### src/rtl/plt_pkg.sv
package plt_pkg;

  localparam int NODE_REGS  = 7;
  localparam int IDX_W      = 3;
  localparam int GRAY_W     = 8;
  localparam int CHAN_W     = 9;
  localparam int CH_N       = 4;
  localparam int NODE_W     = 44;
  localparam int OUT_W      = 8;
  // c0*(span-ds) + c1*ds is at most 511*255
  localparam int NUM_W      = 17;
  // the quotient never exceeds the larger channel value, 511
  localparam int Q_W        = 9;
  localparam int DIV_STAGES = 3;
  localparam int BITS_PER   = Q_W / DIV_STAGES;

  localparam logic [1:0] CH_RED   = 2'd0;
  localparam logic [1:0] CH_GREEN = 2'd1;
  localparam logic [1:0] CH_BLUE  = 2'd2;
  localparam logic [1:0] CH_ALPHA = 2'd3;

  typedef logic [GRAY_W-1:0] gray_t;
  typedef logic [CHAN_W-1:0] chan_t;
  typedef logic [NUM_W-1:0]  num_t;
  typedef logic [Q_W-1:0]    quo_t;

  typedef struct packed {
    chan_t alpha;
    chan_t blue;
    chan_t green;
    chan_t red;
    gray_t gray;
  } node_t;

  localparam logic [NODE_W-1:0] NODE_RESET [NODE_REGS] = '{
    44'd0, 44'd5197529118, 44'd893353230416, 44'd8813306511615,
    44'd8813306511615, 44'd8813306511615, 44'd8813306511615
  };

  function automatic chan_t node_chan(node_t n, logic [1:0] k);
    chan_t c;
    case (k)
      CH_RED:   c = n.red;
      CH_GREEN: c = n.green;
      CH_BLUE:  c = n.blue;
      CH_ALPHA: c = n.alpha;
      default:  c = n.red;
    endcase
    return c;
  endfunction

endpackage

### src/rtl/piecewise_linear_transfer_function.sv
// Pipeline: five register stages (segment search, weighted sum, three divider
// stages); results are offered on the master side from the last divider stage.
// Throughput: one request per cycle while m_tready is high; the 9-bit quotient
// is resolved three bits per stage, so stalls only back up the pipeline.
// Reset (rst, synchronous): all stage valid bits clear and the node registers
// return to their default transfer curve.
module piecewise_linear_transfer_function #(
  parameter int NODE_COUNT = 7
) (
  input  logic        clk,
  input  logic        rst,
  input  logic        s_tvalid,
  output logic        s_tready,
  input  logic [7:0]  s_tdata,    // gray_level[7:0]
  output logic        m_tvalid,
  input  logic        m_tready,
  output logic [31:0] m_tdata,    // red_out, green_out, blue_out, alpha_out
  input  logic        cfg_valid,
  output logic        cfg_ready,
  input  logic [2:0]  cfg_index,
  input  logic [43:0] cfg_data
);

  localparam int LAST   = NODE_COUNT - 1;
  localparam int LAST_D = plt_pkg::DIV_STAGES - 1;

  typedef plt_pkg::chan_t [plt_pkg::CH_N-1:0] chan_vec_t;
  typedef plt_pkg::num_t  [plt_pkg::CH_N-1:0] num_vec_t;
  typedef plt_pkg::quo_t  [plt_pkg::CH_N-1:0] quo_vec_t;

  // node registers
  plt_pkg::node_t nodes [plt_pkg::NODE_REGS];

  assign cfg_ready = 1'b1;

  always_ff @(posedge clk) begin
    if (rst) begin
      for (int n = 0; n < plt_pkg::NODE_REGS; n++) begin
        nodes[n] <= plt_pkg::node_t'(plt_pkg::NODE_RESET[n]);
      end
    end else if (cfg_valid && (cfg_index < plt_pkg::IDX_W'(plt_pkg::NODE_REGS))) begin
      nodes[cfg_index] <= plt_pkg::node_t'(cfg_data);
    end
  end

  // stage registers
  logic                v1;
  plt_pkg::gray_t      span1, ds1;
  chan_vec_t           c0_1, c1_1;
  logic                v2;
  plt_pkg::gray_t      span2;
  num_vec_t            num2;
  logic                dv    [plt_pkg::DIV_STAGES];
  plt_pkg::gray_t      dspan [plt_pkg::DIV_STAGES];
  num_vec_t            drem  [plt_pkg::DIV_STAGES];
  quo_vec_t            dq    [plt_pkg::DIV_STAGES];

  logic ld1, ld2;
  logic dld [plt_pkg::DIV_STAGES];

  always_comb begin
    dld[LAST_D] = !dv[LAST_D] || m_tready;
    for (int j = LAST_D - 1; j >= 0; j--) begin
      dld[j] = !dv[j] || dld[j+1];
    end
    ld2 = !v2 || dld[0];
    ld1 = !v1 || ld2;
  end

  assign s_tready = ld1;

  // segment search and operand selection
  logic [plt_pkg::IDX_W-1:0] seg, seg_hi;
  logic                      found;
  plt_pkg::gray_t            span_next, ds_next;
  chan_vec_t                 c0_next, c1_next;

  always_comb begin
    found = 1'b0;
    seg   = '0;
    // walk downwards so the lowest matching segment wins
    for (int i = NODE_COUNT - 2; i >= 0; i--) begin
      if ((s_tdata >= nodes[i].gray) && (s_tdata < nodes[i+1].gray)) begin
        found = 1'b1;
        seg   = plt_pkg::IDX_W'(i);
      end
    end
    seg_hi = seg + plt_pkg::IDX_W'(1);
    if (found) begin
      span_next = nodes[seg_hi].gray - nodes[seg].gray;
      ds_next   = s_tdata - nodes[seg].gray;
      for (int k = 0; k < plt_pkg::CH_N; k++) begin
        c0_next[k] = plt_pkg::node_chan(nodes[seg], 2'(k));
        c1_next[k] = plt_pkg::node_chan(nodes[seg_hi], 2'(k));
      end
    end else begin
      // no segment: last node's colour, pushed through as x/1
      span_next = plt_pkg::GRAY_W'(1);
      ds_next   = '0;
      for (int k = 0; k < plt_pkg::CH_N; k++) begin
        c0_next[k] = plt_pkg::node_chan(nodes[LAST], 2'(k));
        c1_next[k] = plt_pkg::node_chan(nodes[LAST], 2'(k));
      end
    end
  end

  always_ff @(posedge clk) begin
    if (rst) begin
      v1 <= 1'b0;
    end else if (ld1) begin
      v1 <= s_tvalid;
    end
  end

  always_ff @(posedge clk) begin
    if (ld1 && s_tvalid) begin
      span1 <= span_next;
      ds1   <= ds_next;
      c0_1  <= c0_next;
      c1_1  <= c1_next;
    end
  end

  // weighted sum
  num_vec_t num_next;

  always_comb begin
    for (int k = 0; k < plt_pkg::CH_N; k++) begin
      num_next[k] = plt_pkg::NUM_W'(c0_1[k]) * plt_pkg::NUM_W'(span1 - ds1)
                  + plt_pkg::NUM_W'(c1_1[k]) * plt_pkg::NUM_W'(ds1);
    end
  end

  always_ff @(posedge clk) begin
    if (rst) begin
      v2 <= 1'b0;
    end else if (ld2) begin
      v2 <= v1;
    end
  end

  always_ff @(posedge clk) begin
    if (ld2 && v1) begin
      span2 <= span1;
      num2  <= num_next;
    end
  end

  // restoring divider, BITS_PER quotient bits per stage
  logic           src_v    [plt_pkg::DIV_STAGES];
  plt_pkg::gray_t src_span [plt_pkg::DIV_STAGES];
  num_vec_t       src_rem  [plt_pkg::DIV_STAGES];
  quo_vec_t       src_q    [plt_pkg::DIV_STAGES];
  num_vec_t       rem_next [plt_pkg::DIV_STAGES];
  quo_vec_t       q_next   [plt_pkg::DIV_STAGES];

  always_comb begin
    plt_pkg::num_t r, trial;
    plt_pkg::quo_t q;
    int            pos;
    src_v[0]    = v2;
    src_span[0] = span2;
    src_rem[0]  = num2;
    src_q[0]    = '0;
    for (int j = 1; j < plt_pkg::DIV_STAGES; j++) begin
      src_v[j]    = dv[j-1];
      src_span[j] = dspan[j-1];
      src_rem[j]  = drem[j-1];
      src_q[j]    = dq[j-1];
    end
    for (int j = 0; j < plt_pkg::DIV_STAGES; j++) begin
      for (int k = 0; k < plt_pkg::CH_N; k++) begin
        r = src_rem[j][k];
        q = src_q[j][k];
        for (int b = 0; b < plt_pkg::BITS_PER; b++) begin
          pos   = plt_pkg::Q_W - 1 - plt_pkg::BITS_PER * j - b;
          trial = plt_pkg::NUM_W'(src_span[j]) << pos;
          if (r >= trial) begin
            r      = r - trial;
            q[pos] = 1'b1;
          end
        end
        rem_next[j][k] = r;
        q_next[j][k]   = q;
      end
    end
  end

  always_ff @(posedge clk) begin
    if (rst) begin
      for (int j = 0; j < plt_pkg::DIV_STAGES; j++) begin
        dv[j] <= 1'b0;
      end
    end else begin
      for (int j = 0; j < plt_pkg::DIV_STAGES; j++) begin
        if (dld[j]) begin
          dv[j] <= src_v[j];
        end
      end
    end
  end

  always_ff @(posedge clk) begin
    for (int j = 0; j < plt_pkg::DIV_STAGES; j++) begin
      if (dld[j] && src_v[j]) begin
        dspan[j] <= src_span[j];
        drem[j]  <= rem_next[j];
        dq[j]    <= q_next[j];
      end
    end
  end

  // saturate to 8 bits
  always_comb begin
    for (int k = 0; k < plt_pkg::CH_N; k++) begin
      if (dq[LAST_D][k] > plt_pkg::Q_W'(255)) begin
        m_tdata[k*plt_pkg::OUT_W +: plt_pkg::OUT_W] = '1;
      end else begin
        m_tdata[k*plt_pkg::OUT_W +: plt_pkg::OUT_W] = dq[LAST_D][k][plt_pkg::OUT_W-1:0];
      end
    end
  end

  assign m_tvalid = dv[LAST_D];

  logic rem_ok;
  always_comb begin
    rem_ok = 1'b1;
    for (int k = 0; k < plt_pkg::CH_N; k++) begin
      if (drem[LAST_D][k] >= plt_pkg::NUM_W'(dspan[LAST_D])) begin
        rem_ok = 1'b0;
      end
    end
  end

  ap_span_nonzero: assert property (@(posedge clk) disable iff (rst)
    v1 |-> (span1 != '0))
    else $error("segment span is zero");

  ap_offset_in_span: assert property (@(posedge clk) disable iff (rst)
    v1 |-> (ds1 < span1))
    else $error("gray offset outside its segment");

  ap_divide_done: assert property (@(posedge clk) disable iff (rst)
    m_tvalid |-> rem_ok)
    else $error("divider remainder not below span");

  ap_stall_only_full: assert property (@(posedge clk) disable iff (rst)
    !s_tready |-> (v1 && v2 && dv[0] && dv[1] && dv[LAST_D]))
    else $error("input stalled with a bubble in the pipeline");

endmodule

### config.mk
export PLATFORM = sky130hd
export DESIGN_NAME = piecewise_linear_transfer_function
export DESIGN_NICKNAME = d
export VERILOG_FILES = /design/src/rtl/plt_pkg.sv /design/src/rtl/piecewise_linear_transfer_function.sv
export SDC_FILE = /design/constraint.sdc
export NUM_CORES = 2
export LEC_CHECK = 0
export ABC_CLOCK_PERIOD_IN_PS = 10350
export BUFFER_PORTS_ARGS = -buffer_cell sky130_fd_sc_hd__buf_2
export CAP_MARGIN = 15
export CORE_MARGIN = 4
export CORE_UTILIZATION = 60
export DETAILED_ROUTE_END_ITERATION = 10
export HOLD_SLACK_MARGIN = 0.1
export PLACE_DENSITY = 0.76
export SYNTH_ARGS = -nofsm -noshare
export SYNTH_HDL_FRONTEND = slang
export SYNTH_SLANG_ARGS = --single-unit
### constraint.sdc
create_clock -name clk -period 10.35 [get_ports clk]
set_input_delay 0 -clock clk [delete_from_list [all_inputs] [get_ports clk]]
set_output_delay 0 -clock clk [all_outputs]
set_load 0.01 [all_outputs]
# Yosys cells after proc, flatten, opt, wreduce, memory -nomap -nowiden

Memories as Yosys holds them, arrays and structs flattened.
Cells that the tools add are included.

$lt $le $gt $ge: 53
Multiplexer cells: 116
$add $sub $neg: 44
Bitwise gates (word level): 3
Reduce and logical (&&, ||, !) cells: 23
Multiply operators: 8

Operator list:

| cell                                         | number |
|---|---|
| two-way mux 17 bit                           | 36 |
| two-way mux 36 bit                           | 2 |
| adder 17 bit                                 | 4 |
| greater-or-equal comparator 17 x 10 -> 1 bit | 4 |
| greater-or-equal comparator 17 x 11 -> 1 bit | 4 |
| greater-or-equal comparator 17 x 12 -> 1 bit | 4 |
| greater-or-equal comparator 17 x 13 -> 1 bit | 4 |
| greater-or-equal comparator 17 x 14 -> 1 bit | 4 |
| greater-or-equal comparator 17 x 15 -> 1 bit | 4 |
| greater-or-equal comparator 17 x 16 -> 1 bit | 4 |
| greater-or-equal comparator 17 x 8 -> 1 bit  | 4 |
| greater-or-equal comparator 17 x 9 -> 1 bit  | 4 |
| multiplier 9 x 8 -> 17 bit                   | 4 |
| subtractor 17 x 10 -> 17 bit                 | 4 |
| subtractor 17 x 11 -> 17 bit                 | 4 |
| subtractor 17 x 12 -> 17 bit                 | 4 |
| subtractor 17 x 13 -> 17 bit                 | 4 |
| subtractor 17 x 14 -> 17 bit                 | 4 |
| subtractor 17 x 15 -> 17 bit                 | 4 |
| subtractor 17 x 16 -> 17 bit                 | 4 |
| subtractor 17 x 8 -> 17 bit                  | 4 |
| subtractor 17 x 9 -> 17 bit                  | 4 |
| two-way mux 1 bit                            | 66 |
| multiplier 9 x 17 -> 17 bit                  | 3 |
| other kinds (16)                             | 60 |

Memory bits (writable): 647
Logic and storage cells: 269
Output and inout bits: 35
Input port bits: 60
Memories kept: 5
Register bits after elaboration: 166

Memories:

| memory | words | width | read ports | clocked after Yosys merged registers in | write ports | line                                     | source |
|---|---|---|---|---|---|---|---|
| nodes  | 7     | 44    | 9          | 0                                       | 7           | piecewise_linear_transfer_function.sv:32 | `plt_pkg::node_t nodes [plt_pkg::NODE_REGS];` |
| drem   | 3     | 68    | 2          | 0                                       | 3           | piecewise_linear_transfer_function.sv:55 | `num_vec_t drem [plt_pkg::DIV_STAGES];` |
| dq     | 3     | 36    | 3          | 0                                       | 3           | piecewise_linear_transfer_function.sv:56 | `quo_vec_t dq [plt_pkg::DIV_STAGES];` |
| dspan  | 3     | 8     | 2          | 0                                       | 3           | piecewise_linear_transfer_function.sv:54 | `plt_pkg::gray_t dspan [plt_pkg::DIV_STAGES];` |
| dv     | 3     | 1     | 3          | 0                                       | 3           | piecewise_linear_transfer_function.sv:53 | `logic dv [plt_pkg::DIV_STAGES];` |

# Longest topological paths before layout

An unclocked memory read counts as a cell.

Word-level depth: 12
Gate-level depth with buffers: 37
Mapped depth without buffers: 36

# Least setup slack after synthesis

No wires, ideal clock.

Kind: flip-flop to flip-flop
From: memory dspan[0][1] in the netlist's numbering
To: memory drem[0][107] in the netlist's numbering (data pin)
Path buffers: 4
Library setup time: 0.261 ns
Stages on the path, launching flop included: 34
Data required time: 10.089 ns
Arrival time: 7.512 ns
Period minus slack after synthesis: 7.773 ns
Setup slack: 2.577 ns
Cell sequence: edfxtp_1 > inv_1 > fa_1 > a211oi_1 > o21a_1 > or2_2 > o21ai_0 > clkbuf_1 > mux2_2 > ha_1 > o21a_1 > o31a_1 > o21ai_0 > and2_1 > o21ai_0 > nor2_1 > nand3_1 > clkbuf_1 > mux2_2 > ha_1 > a21o_1 > a21oi_1 > nor2b_1 > o21a_1 > o21ai_0 > nand2b_1 > a21o_1 > a21oi_1 > nand3b_1 > or3_1 > buf_2 > buf_2 > nor2_1 > a21oi_1

RTL lines:

| element            | line |
|---|---|
| start: declaration | piecewise_linear_transfer_function.sv:54 |
| end: declaration   | piecewise_linear_transfer_function.sv:55 |

==> out/results.tsv <==
metric	value	unit
synthFlopType	edfxtp_1	
die_h	352	µm
tightest_slew	1150	ps
place_inst	8846	
fin_nets	8725	
core-area	118000	µm²
track_usage	28.4	%
worstPathMaxFanout	14	
drc_errors	0	
rrSetupSlack	1540	ps
fin_area	77400	µm²
ios	95	
drive_gt1_share	7.95	%
cp.depth	32	
ys_warn_count	0	
fp-row-count	126	
htreeDepth	3	
grt_pass1_vias	54800	
clk_latency	700	ps
cp.arrival	9240	ps
crit_path_end_kind	flop	
mappedNetlistArea	71200	µm²
rr_worst_depth	32	
r2r-start	drem[0][56]	
antenna_found_initial	4	
synth_cell_types	104	
cts_buffer_depth	3	
die_w	352	µm
dp_hpwl	128000	µm
finalWirelength	176000	µm
syn_to_final_growth	8.80	%
cp_num_buf_inv	3	
ctsHoldBuffers	93	
cts_repair_resize_count	0	
critical_path_class	reg -> reg	
grt_max_degree	110	
min_from	cfg_data[26]	
cts_tree	yes	
hold_path_depth	3	
vias_per_cell	5.91	
drt-wirelength-per-cell	19.4	µm
start_util	60.4	%
rsz0062_at_grt	no	
slew_viol_final	0	
setup_tns	0	ps
crit_path_top_delay_cell	nor2b_1	
status	finished, final reports clean	
gp_congestion	0.905	
numPortBuffers	93	
hold_end	nodes[4][26]	
cts-root-buf	clkbuf_16	
yosysSeqAreaShare	30.8	%
synth-seq-cells	745	
drtIter0Drc	4072	
dpl_cell_area	73600	µm²
worst_path_most_repeated_cell	a21oi_1	
drt_pass1_iterations	6	
fin_cells	9098	
max-slew-margin-rel	23.5	%
startpoint	drem[0][56]	
period_share	85.2	%
synth_cells	7342	
synthArstFlopShare	0	%
clkSlewWorstSetupHoldPaths	60	ps
crit_required	10780	ps
cp_top_family	compound AO/OA/AOI/OAI gates	
finalHoldViolCount	0	
overflow	0	
dr_total_vias	53800	
clkSinkCount	745	
min_period	8810	ps
cp-start-kind	flop	
reg2reg_to	drem[0][125]	
synth_edf_count	699	
max_stage_delay	700	ps
numCtsBuffers	85	
syn_avg_cell_area	9.69	µm²
antenna_left	0	
cap_viol_max_count	0	
fin_skew	35.8	ps
setup_viol	0	
dieArea	124000	µm²
post_cts_buffers	0	
grt_pass1_wl	285000	µm
fmax	113	MHz
worstHoldPathType	in -> reg	
-- metrics by stage --
stage	util [%]	hold WS, ps	worst slack [ps]
finish	65.7	148	1540
floorplan	-	151	2580
global route	65.7	133	763
detailed placement	62.4	279	1560
CTS	65.6	101	1530
global placement	62.4	275	1860
-- how the worst max path moves through the flow --
| stage | to | slack (ps) |
|---|---|---|
| 2_1_floorplan | drem[0][107] | 2580 |
| 3_3_place_gp | num2[49] | 1860 |
| 3_5_place_dp | drem[0][123] | 1560 |
| 4_1_cts | drem[0][125] | 1530 |
| 5_1_grt | drem[0][7] | 760 |
| 6_report | drem[0][125] | 1540 |
-- layer usage --
layer	track usage, %	up-vias	share of wire [%]
met5	0	-	0.016
met4	10.4	4	3.9
met3	3.95	453	6.5
met2	50.2	1955	50
met1	35.7	26200	40
li1	-	25100	-
-- layout make-up --
type | instances | area [µm²]
clock inverters | 54 | 662
repair buffers | 260 | 1970
inverters | 1010 | 3800
diodes | 1 | 2.50
well taps | 1536 | 1920
multi-input cells | 5389 | 44900
fillers | 9167 | 40500
flip-flops and latches | 745 | 21900
clock buffers | 103 | 2260
-- worst register-to-register path: cells and delay by family (launching register included) --
kind | cells | cell delay [ps]
AO/OA/AOI/OAI | 14 | 3290
AND/OR/NAND/NOR | 9 | 2520
adder cells (fa/ha/maj) | 4 | 1290
multiplexers | 2 | 730
flip-flops | 1 | 390
buffers and inverters | 3 | 350
-- synth_stat cells (67+ instances only) --
master,count,area (µm²)
nand2_1,812,3050
xor2_1,78,683
inv_1,1004,3770
edfxtp_1,699,21000
mux4_2,88,1980
a21o_1,98,736
mux2i_1,78,781
ha_1,617,7720
nor2_1,511,1920
nor3_1,84,420
nand3_1,116,581
clkbuf_1,204,766
a21oi_1,326,1630
and2_1,370,2310
nor2b_1,152,951
nand2b_1,94,588
o21ai_0,354,1770
fa_1,557,11200
xnor2_1,229,2010
mux2_2,94,1060
nand4_1,67,419
-- registers in the layout (all words and copies together), names as in the netlist --
signal,flops
c0_1,36
c1_1,36
dq,72
drem,136
ds1,8
dspan,16
dv,3
nodes,352
num2,68
span1,8
span2,8
v1,1
v2,1
-- layout by cell type, fill, tap and decap left out, types with 46 or more instances in the layout --
cell type      synthesis  layout
edfxtp_1             699     699
mux2i_1               78      78
dfxtp_1               46      46
xnor2_1              229     225
o211ai_1              53      53
buf_4                  1      73
nand3_1              116     115
nand4_1               67      67
ha_1                 617     616
or2_2                 50      49
mux4_2                88      88
o21ai_0              354     354
inv_1               1004    1004
fa_1                 557     557
nand2_1              812     811
nor3_1                84      84
and2_1               370     369
buf_2                  7      93
o21a_1                53      53
a21oi_1              326     324
mux2_2                94      94
nor2_1               511     509
nand2b_1              94      90
nor2b_1              152     150
clkbuf_16              0      87
a21o_1                98      98
xor2_1                78      75
dlygate4sd3_1          0      93
-- logic make-up (layout without fill, tap and decap cells) --
group                      Yosys count  after routing  synth area share (%)
muxes                              264            264                  5.45
and+or+nand+nor                   2414           2414                  16.5
other                                2             46                0.0106
adders and majority gates         1174           1174                  26.5
xor gates and xnor gates           309            309                  3.82
DFF                                745            745                  30.8
AOI/OAI and AO/OA                 1183           1183                  10.3
buffers and inverters             1251           1427                  6.63
Power is left out: the tool's default activity adds up to more than one toggle a clock period on the data nets, which glitch-free logic cannot reach.
